### src/sv/idm_pkg.sv
// ---------------------------------------------------------------------------
// idm_pkg: shared types and constants for the 16-bit divide/modulo unit
// Request and response payloads, the per-cell working word and the
// two's complement negate helper used on entry and at the sign fix-up.
// ---------------------------------------------------------------------------
package idm_pkg;

   localparam int IDM_DATA_WIDTH = 16;

   typedef logic [IDM_DATA_WIDTH-1:0] idm_word_type;

   typedef struct packed {
      logic         req_type;
      idm_word_type dividend;
      idm_word_type divisor;
   } idm_req_type;

   typedef struct packed {
      idm_word_type quotient;
      idm_word_type remainder;
   } idm_rsp_type;

   // Working word carried from cell to cell
   typedef struct packed {
      logic         neg_quo;
      logic         neg_rem;
      logic         den_zero;
      idm_word_type rem;
      idm_word_type work;
      idm_word_type den;
   } idm_work_type;

   function automatic idm_word_type idm_negate(input idm_word_type x);
      idm_word_type res;
      res = ~x + idm_word_type'(1);
      return res;
   endfunction

endpackage

### src/sv/idm_cell.sv
// ---------------------------------------------------------------------------
// idm_cell: one restoring division step
// Shift the next dividend bit into the partial remainder, trial-subtract
// the divisor, keep or restore, and shift the quotient bit into the word.
// ---------------------------------------------------------------------------
module idm_cell
   import idm_pkg::*;
(
   input  logic         clock,
   input  logic         reset,
   input  logic         advance,
   input  logic         prev_valid,
   input  idm_work_type prev_data,
   output logic         next_valid,
   output idm_work_type next_data
);

   logic [IDM_DATA_WIDTH+1:0] diff;
   logic                      quo_bit;
   logic                      valid_ff;
   idm_work_type              data_ff;
   idm_work_type              data_in;

   always_comb begin
      diff = {1'b0, prev_data.rem, prev_data.work[IDM_DATA_WIDTH-1]}
             - {2'b00, prev_data.den};
      quo_bit = ~diff[IDM_DATA_WIDTH+1];
      data_in = prev_data;
      if (quo_bit) begin
         data_in.rem = diff[IDM_DATA_WIDTH-1:0];
      end else begin
         data_in.rem = {prev_data.rem[IDM_DATA_WIDTH-2:0],
                        prev_data.work[IDM_DATA_WIDTH-1]};
      end
      data_in.work = {prev_data.work[IDM_DATA_WIDTH-2:0], quo_bit};
   end

   always_ff @(posedge clock) begin
      if (reset) begin
         valid_ff <= 1'b0;
      end else if (advance) begin
         valid_ff <= prev_valid;
      end
   end

   always_ff @(posedge clock) begin
      if (advance) begin
         data_ff <= data_in;
      end
   end

   assign next_valid = valid_ff;
   assign next_data  = data_ff;

endmodule

### src/sv/idm_fixup.sv
// ---------------------------------------------------------------------------
// idm_fixup: sign correction and response register
// Apply the result signs, force a zero quotient on divide by zero and
// hold the response until the consumer takes it.
// ---------------------------------------------------------------------------
module idm_fixup
   import idm_pkg::*;
(
   input  logic         clock,
   input  logic         reset,
   input  logic         advance,
   input  logic         last_valid,
   input  idm_work_type last_data,
   output logic         rsp_valid,
   output idm_rsp_type  rsp_payload
);

   logic        rsp_valid_ff;
   idm_rsp_type rsp_payload_ff;
   idm_rsp_type rsp_payload_in;

   always_comb begin
      if (last_data.den_zero) begin
         rsp_payload_in.quotient = '0;
      end else if (last_data.neg_quo) begin
         rsp_payload_in.quotient = idm_negate(last_data.work);
      end else begin
         rsp_payload_in.quotient = last_data.work;
      end
      if (last_data.neg_rem) begin
         rsp_payload_in.remainder = idm_negate(last_data.rem);
      end else begin
         rsp_payload_in.remainder = last_data.rem;
      end
   end

   always_ff @(posedge clock) begin
      if (reset) begin
         rsp_valid_ff <= 1'b0;
      end else if (advance) begin
         rsp_valid_ff <= last_valid;
      end
   end

   always_ff @(posedge clock) begin
      if (advance) begin
         rsp_payload_ff <= rsp_payload_in;
      end
   end

   assign rsp_valid   = rsp_valid_ff;
   assign rsp_payload = rsp_payload_ff;

endmodule

### src/sv/int16_divide_modulo_unit.sv
// ---------------------------------------------------------------------------
// int16_divide_modulo_unit: 16-bit signed/unsigned divide and modulo
// Restoring shift-subtract divider built as a chain of one-bit cells.
// ---------------------------------------------------------------------------
// Each request carries a 16-bit dividend, a 16-bit divisor and a selector
// (req_type: 0 unsigned, 1 signed two's complement) and yields one response
// with the quotient, truncated toward zero, and the remainder, which carries
// the dividend's sign. Signed requests divide magnitudes and fix the signs
// at the end, so the most negative value over minus one wraps back to the
// most negative value with remainder zero. A zero divisor gives quotient
// zero and the dividend bits as remainder; no error is flagged. A request
// passes through an entry register (operand magnitudes), sixteen division
// cells that each settle one quotient bit, and the sign fix-up register
// that drives the response: eighteen registers in all. Every stage moves
// on together, so a new request is taken every cycle while the response
// register is free or being taken; when rsp_stall holds a response the
// whole chain holds with it and req_stall rises. The block keeps no state
// between requests.
// ---------------------------------------------------------------------------
module int16_divide_modulo_unit
   import idm_pkg::*;
(
   input  logic        clock,
   input  logic        reset,
   input  logic        req_valid,
   output logic        req_stall,
   input  idm_req_type req_payload,
   output logic        rsp_valid,
   input  logic        rsp_stall,
   output idm_rsp_type rsp_payload
);

   logic         advance;
   logic         in_valid_ff;
   idm_work_type in_data_ff;
   idm_work_type in_data_in;
   logic         dividend_neg;
   logic         divisor_neg;

   // Chain taps: tap 0 is the entry register, tap N the last cell
   logic         tap_valid [IDM_DATA_WIDTH+1];
   idm_work_type tap_data  [IDM_DATA_WIDTH+1];

   // Move the whole chain whenever the response register can be refilled
   assign advance   = ~rsp_valid | ~rsp_stall;
   assign req_stall = ~advance;

   // Take magnitudes and record which results need negating
   always_comb begin
      dividend_neg = req_payload.req_type & req_payload.dividend[IDM_DATA_WIDTH-1];
      divisor_neg  = req_payload.req_type & req_payload.divisor[IDM_DATA_WIDTH-1];
      in_data_in.neg_quo  = dividend_neg ^ divisor_neg;
      in_data_in.neg_rem  = dividend_neg;
      in_data_in.den_zero = (req_payload.divisor == '0);
      in_data_in.rem      = '0;
      in_data_in.work     = dividend_neg ? idm_negate(req_payload.dividend)
                                         : req_payload.dividend;
      in_data_in.den      = divisor_neg ? idm_negate(req_payload.divisor)
                                        : req_payload.divisor;
   end

   always_ff @(posedge clock) begin
      if (reset) begin
         in_valid_ff <= 1'b0;
      end else if (advance) begin
         in_valid_ff <= req_valid;
      end
   end

   always_ff @(posedge clock) begin
      if (advance) begin
         in_data_ff <= in_data_in;
      end
   end

   assign tap_valid[0] = in_valid_ff;
   assign tap_data[0]  = in_data_ff;

   // One cell per quotient bit, most significant first
   for (genvar i = 0; i < IDM_DATA_WIDTH; i++) begin : g_cell
      idm_cell u_cell (
         .clock      (clock),
         .reset      (reset),
         .advance    (advance),
         .prev_valid (tap_valid[i]),
         .prev_data  (tap_data[i]),
         .next_valid (tap_valid[i+1]),
         .next_data  (tap_data[i+1])
      );
   end

   // Apply signs and hold the response
   idm_fixup u_fixup (
      .clock       (clock),
      .reset       (reset),
      .advance     (advance),
      .last_valid  (tap_valid[IDM_DATA_WIDTH]),
      .last_data   (tap_data[IDM_DATA_WIDTH]),
      .rsp_valid   (rsp_valid),
      .rsp_payload (rsp_payload)
   );

endmodule

### config.mk
export PLATFORM = sky130hd
export DESIGN_NAME = int16_divide_modulo_unit
export DESIGN_NICKNAME = d
export VERILOG_FILES = /design/src/sv/idm_pkg.sv /design/src/sv/idm_cell.sv /design/src/sv/idm_fixup.sv /design/src/sv/int16_divide_modulo_unit.sv
export SDC_FILE = /design/constraint.sdc
export NUM_CORES = 2
export LEC_CHECK = 0
export ABC_CLOCK_PERIOD_IN_PS = 31000
export CAP_MARGIN = 20
export CORE_ASPECT_RATIO = 0.6
export CORE_UTILIZATION = 60
export DETAILED_ROUTE_END_ITERATION = 10
export DONT_BUFFER_PORTS = 1
export PLACE_DENSITY = 0.76
export REMOVE_ABC_BUFFERS = 1
export SYNTH_ARGS = -nofsm -noshare
export SYNTH_HDL_FRONTEND = slang
export SYNTH_SLANG_ARGS = --single-unit
### constraint.sdc
create_clock -name clock -period 31 [get_ports clock]
set_input_delay 3.1 -clock clock [delete_from_list [all_inputs] [get_ports clock]]
set_output_delay 3.1 -clock clock [all_outputs]
set_load 0.05 [all_outputs]
; Word-level counts from Yosys, hierarchy flattened
; Index checks and enable logic that the tools add are counted.
[totals]
out_inout_bits = 34
wordCells = 189
register_bits = 885
[op_classes]
addsub = 20
mux = 20
n_reduce_logical = 1
bitwise_logic = 27
[op_table]
columns = op, count
row1 = 16-bit 2-to-1 mux, 19
row2 = 17-bit by 16-bit subtractor with 18-bit output, 15
row3 = "16-bit by 1-bit adder with 16-bit output, second input constant", 4
row4 = 16-bit NOT, 4
row5 = 1-bit NOT, 19
row6 = 1-bit by 16-bit subtractor with 17-bit output, 1
row7 = 16-bit zero test, 1
row8 = 1-bit AND, 2
row9 = 1-bit 2-to-1 mux, 1
row10 = 1-bit OR, 1
row11 = 1-bit bitwise XOR, 1

; Longest topological paths before layout
[logic_depth]
depth_word = 3
depth_mapped = 12
depth_no_buf = 12

; Cells and area by module
; From an unflattened synthesis, not the netlist that was laid out.
[unflattened]
hier_cells = 3608
area_unflattened_um2 = 46871.2
[by_module_without_submodules]
columns = module, cells_each, n_inst, area_each_um2, seq_area_each_um2
row1 = idm_cell (g_cell[0].u_cell ...), 211, 10, 2727.6, 1551.5
row2 = idm_cell (g_cell[6].u_cell ...), 205, 4, 2695.1, 1551.5
row3 = idm_cell (g_cell[11].u_cell), 211, 1, 2697.6, 1551.5
row4 = idm_cell (g_cell[12].u_cell), 179, 1, 2573.7, 1551.5
row5 = int16_divide_modulo_unit, 141, 1, 1810.5, 1071.0
row6 = idm_fixup, 147, 1, 1732.9, 980.9

; Least setup slack after synthesis
; Ideal clock, no wire load.
[synth_path]
path_kind = input -> register
from = input port rsp_stall
to = register g_cell[0].u_cell.data_ff (netlist bit g_cell[0].u_cell.next_data[0]), enable pin
setup_time_ps = 1570
path_slack_ps = 2652
cell_stages = 2
t_arrival_ps = 26778
cell_sequence = nand2_1 > clkbuf_1
[synth_between]
elab_chain_cells = 2
[synth_lines]
columns = element, line
row1 = start: declaration, int16_divide_modulo_unit.sv:29  ; input logic rsp_stall,
row2 = 1-bit NOT, int16_divide_modulo_unit.sv:45  ; assign advance = ~rsp_valid | ~rsp_stall;
row3 = 1-bit OR, int16_divide_modulo_unit.sv:45
row4 = end signal: assignment, idm_cell.sv:48  ; data_ff <= data_in;
row5 = end: declaration, idm_cell.sv:21  ; idm_work_type data_ff;
; Every way passes these cells.
; A chain may end at the register's enable or synchronous reset.

; Worst setup path in the final report
[layout_path]
from = input port rsp_stall
to = output port req_stall
[layout_between]
elab_chain_cells = 3
[layout_lines]
columns = element, line
row1 = 1-bit NOT, int16_divide_modulo_unit.sv:45
row2 = 1-bit OR, int16_divide_modulo_unit.sv:45
row3 = 1-bit NOT, int16_divide_modulo_unit.sv:46  ; assign req_stall = ~advance;
row4 = end: declaration, int16_divide_modulo_unit.sv:26  ; output logic req_stall,
; Every way passes these cells.

==> metrics.csv <==
metric,value,unit
post-CTS setup buffers,0,
uppermost layer routed,met4,
Crit path required time,27900,ps
hold_buf cts,0,
H-tree lvl count,3,
final-report hold violation count,0,
via-per-instance ratio,5.84,
Final WS setup,23040,ps
"Max FO, Critical Path",82,
Yosys warning count,0,
CORE AREA,68400,um2
outcome,"complete, but fails checks",
CP Launch Point,rsp_stall,
mux contribution to synthesized area,2.70,%
die area,70600,um2
Ports,71,
area growth from synthesis to layout,9.30,%
min-delay worst type,reg -> reg,
part of the cycle the worst path needs,25.7,%
sequential share of the synthesized area,63.3,%
Vias,24600,
crit-path leading delay family,buffers and inverters,
All-Layer GR Usage,21.7,%
Hold WS,410,ps
clock latency on the worst-skew pair,630,ps
initial drt markers,2235,
Avg Inst Size Synth,13.2,um2
Root Buffer,clkbuf_16,
simple logic cell fraction of the synthesized area,6.79,%
drt pass-1 iters,9,
met2 WL,36400,um
Post-DP HPWL,52900,um
total grt overflow,0,
initial antenna violation count,0,
vias in the first global route,24300,
ratio of cells with drive above 1 in the final layout,7.55,%
Max Clock Freq,0.126,GHz
CP max stage delay,1040,ps
main combinational cell family by area after synthesis,compound AO/OA/AOI/OAI gates,
drt drc,1,
synth unique cells,75,
r2r startpoint,u_fixup.rsp_valid,
port buffer count,0,
# fillers,4643,
wl on met1,35000,um
Post-Synth XOR/XNOR Area,4.47,%
top post-synthesis cells by area,"edfxtp_1, ha_1, inv_1",
die width,342,um
"area leader, netlist",edfxtp_1,
Synth top area share,62.4,%
Pleak,18.3,nW
dpl ws,23070,ps
Tmin final,7960,ps
area occupied by multi-input gates,14000,um2
antenna-violating nets left,0,
Post-Syn Instances,3172,
Die Y,206,um
Placed Cells incl. Taps,4065,
Max transition margin,20.5,%
Final Skew,18.2,ps
clock slew at reported path FFs,70,ps
first-pass GRT wire length,123000,um
max_cap viols,0,
CTS buffer count,79,
met3 WL,3560,um
"non-filler cells, final",4210,
RSZ-0062 raised after global routing,no,
WL/cell,18.2,um
largest net degree at the start of global routing,219,
synth cell count leaders,"edfxtp_1, inv_1, ha_1",
Reg area,26400,um2
critical path type,in -> out,
Sink Count,885,
final setup fails,0,
Slew @ Worst Pin,1190,ps
CP Cell Sequence,"nand2_4, clkinv_1",
Post-Synth Adder-Cell Area,8.10,%
Mapped Area,41700,um2
startpoint class of the critical path,input port,
most common cell in the netlist,edfxtp_1,
Power per Cell Area,103,nW/um2
compound-gate portion of the synthesized area,11.4,%
Worst Path Buf+Inv,1,
CP max stage cell,clkinv_1,
CTS tree,yes,
WL final,76400,um
clock tree buffer depth,3,
NumNets Final,3532,
PostCTS Resize Cnt,0,
ys async rst share,0,%
ys flop type,edfxtp_1,
antenna fix cells,0,
Initial Utilization,61.0,%
register bit total from synthesis,885,
CP Capture Type,primary output,
"EDFF count, synth",867,
maximum vdd drop,0.0471,mV
WP data arrival,4860,ps
failing checks,DRC,
cell row count,74,
final-report max-slew violation count,0,
min-delay src,g_cell[8].u_cell.next_data[19],
RD Place Congestion,0.860,
==> through the flow <==
stage / cell area, um2 / util [%] / TNS, ps / power, W
3_5_place_dp: 42900 / 62.7 / 0 / 0.00364
4_1_cts: 45600 / 66.7 / 0 / 0.00470
3_3_place_gp: 42900 / 62.7 / 0 / 0.00355
5_1_grt: 45600 / 66.7 / 0 / 0.00497
6_report: 45600 / 66.7 / 0 / 0.00469
2_1_floorplan: 41600 / - / -42660 / 0.00323
==> power breakdown <==
part           internal (W)  total (W)  switching (W)
registers           0.00175    0.00200       0.000244
logic              0.000759    0.00166       0.000906
clock network      0.000598    0.00103       0.000432
==> area by class of cell <==
cell class,instances,area share (%)
clock buffer,100,4.73
clock inverter,45,1.28
inverter,310,2.55
multi-input combinational,1942,30.7
sequential,885,57.9
tap,912,2.50
timing repair buffer,16,0.346
==> path summary, 6_finish.rpt <==
check                                     to  slack, ps  depth (start not counted)
max                                req_stall      23040                          2
min           g_cell[9].u_cell.next_data[20]        410                          0
max reg2reg  g_cell[10].u_cell.next_data[43]      27250                          3
min reg2reg   g_cell[9].u_cell.next_data[20]        410                          0
==> registers in the layout, indices dropped and copies added (netlist names) <==
register                  flops
g_cell.u_cell.next_data     800
in_data_ff                   35
u_fixup.rsp_payload          32
g_cell.u_cell.next_valid     16
in_valid_ff                   1
u_fixup.rsp_valid             1
==> metal layers <==
metal / track usage [%] / vias up
li1: - / 11800
met1: 30.5 / 12000
met2: 35.5 / 670
met3: 3.51 / 122
met4: 5.68 / 0
met5: 0 / -
==> logic make-up (layout without fill, tap and decap cells) <==
kind of cell	Yosys count	count (layout)
compound gates	739	739
xor+xnor	213	213
fa+ha+maj	261	261
buf+inv	351	471
flops	885	885
mux	98	98
other cells	1	7
simple gates	624	624
==> cell usage in the layout, fill, tap and decap left out, drive strengths merged, types with 32 or more instances in the layout <==
| cell type | n |
|---|---|
| a21o | 65 |
| a21oi | 211 |
| clkbuf | 100 |
| edfxtp | 867 |
| ha | 246 |
| inv | 310 |
| mux2 | 94 |
| nand2 | 232 |
| nand2b | 32 |
| nor2 | 175 |
| nor3 | 54 |
| o21a | 50 |
| o21ai | 204 |
| xnor2 | 113 |
| xor2 | 100 |
Note: power is estimated with default switching activity, not from simulation.
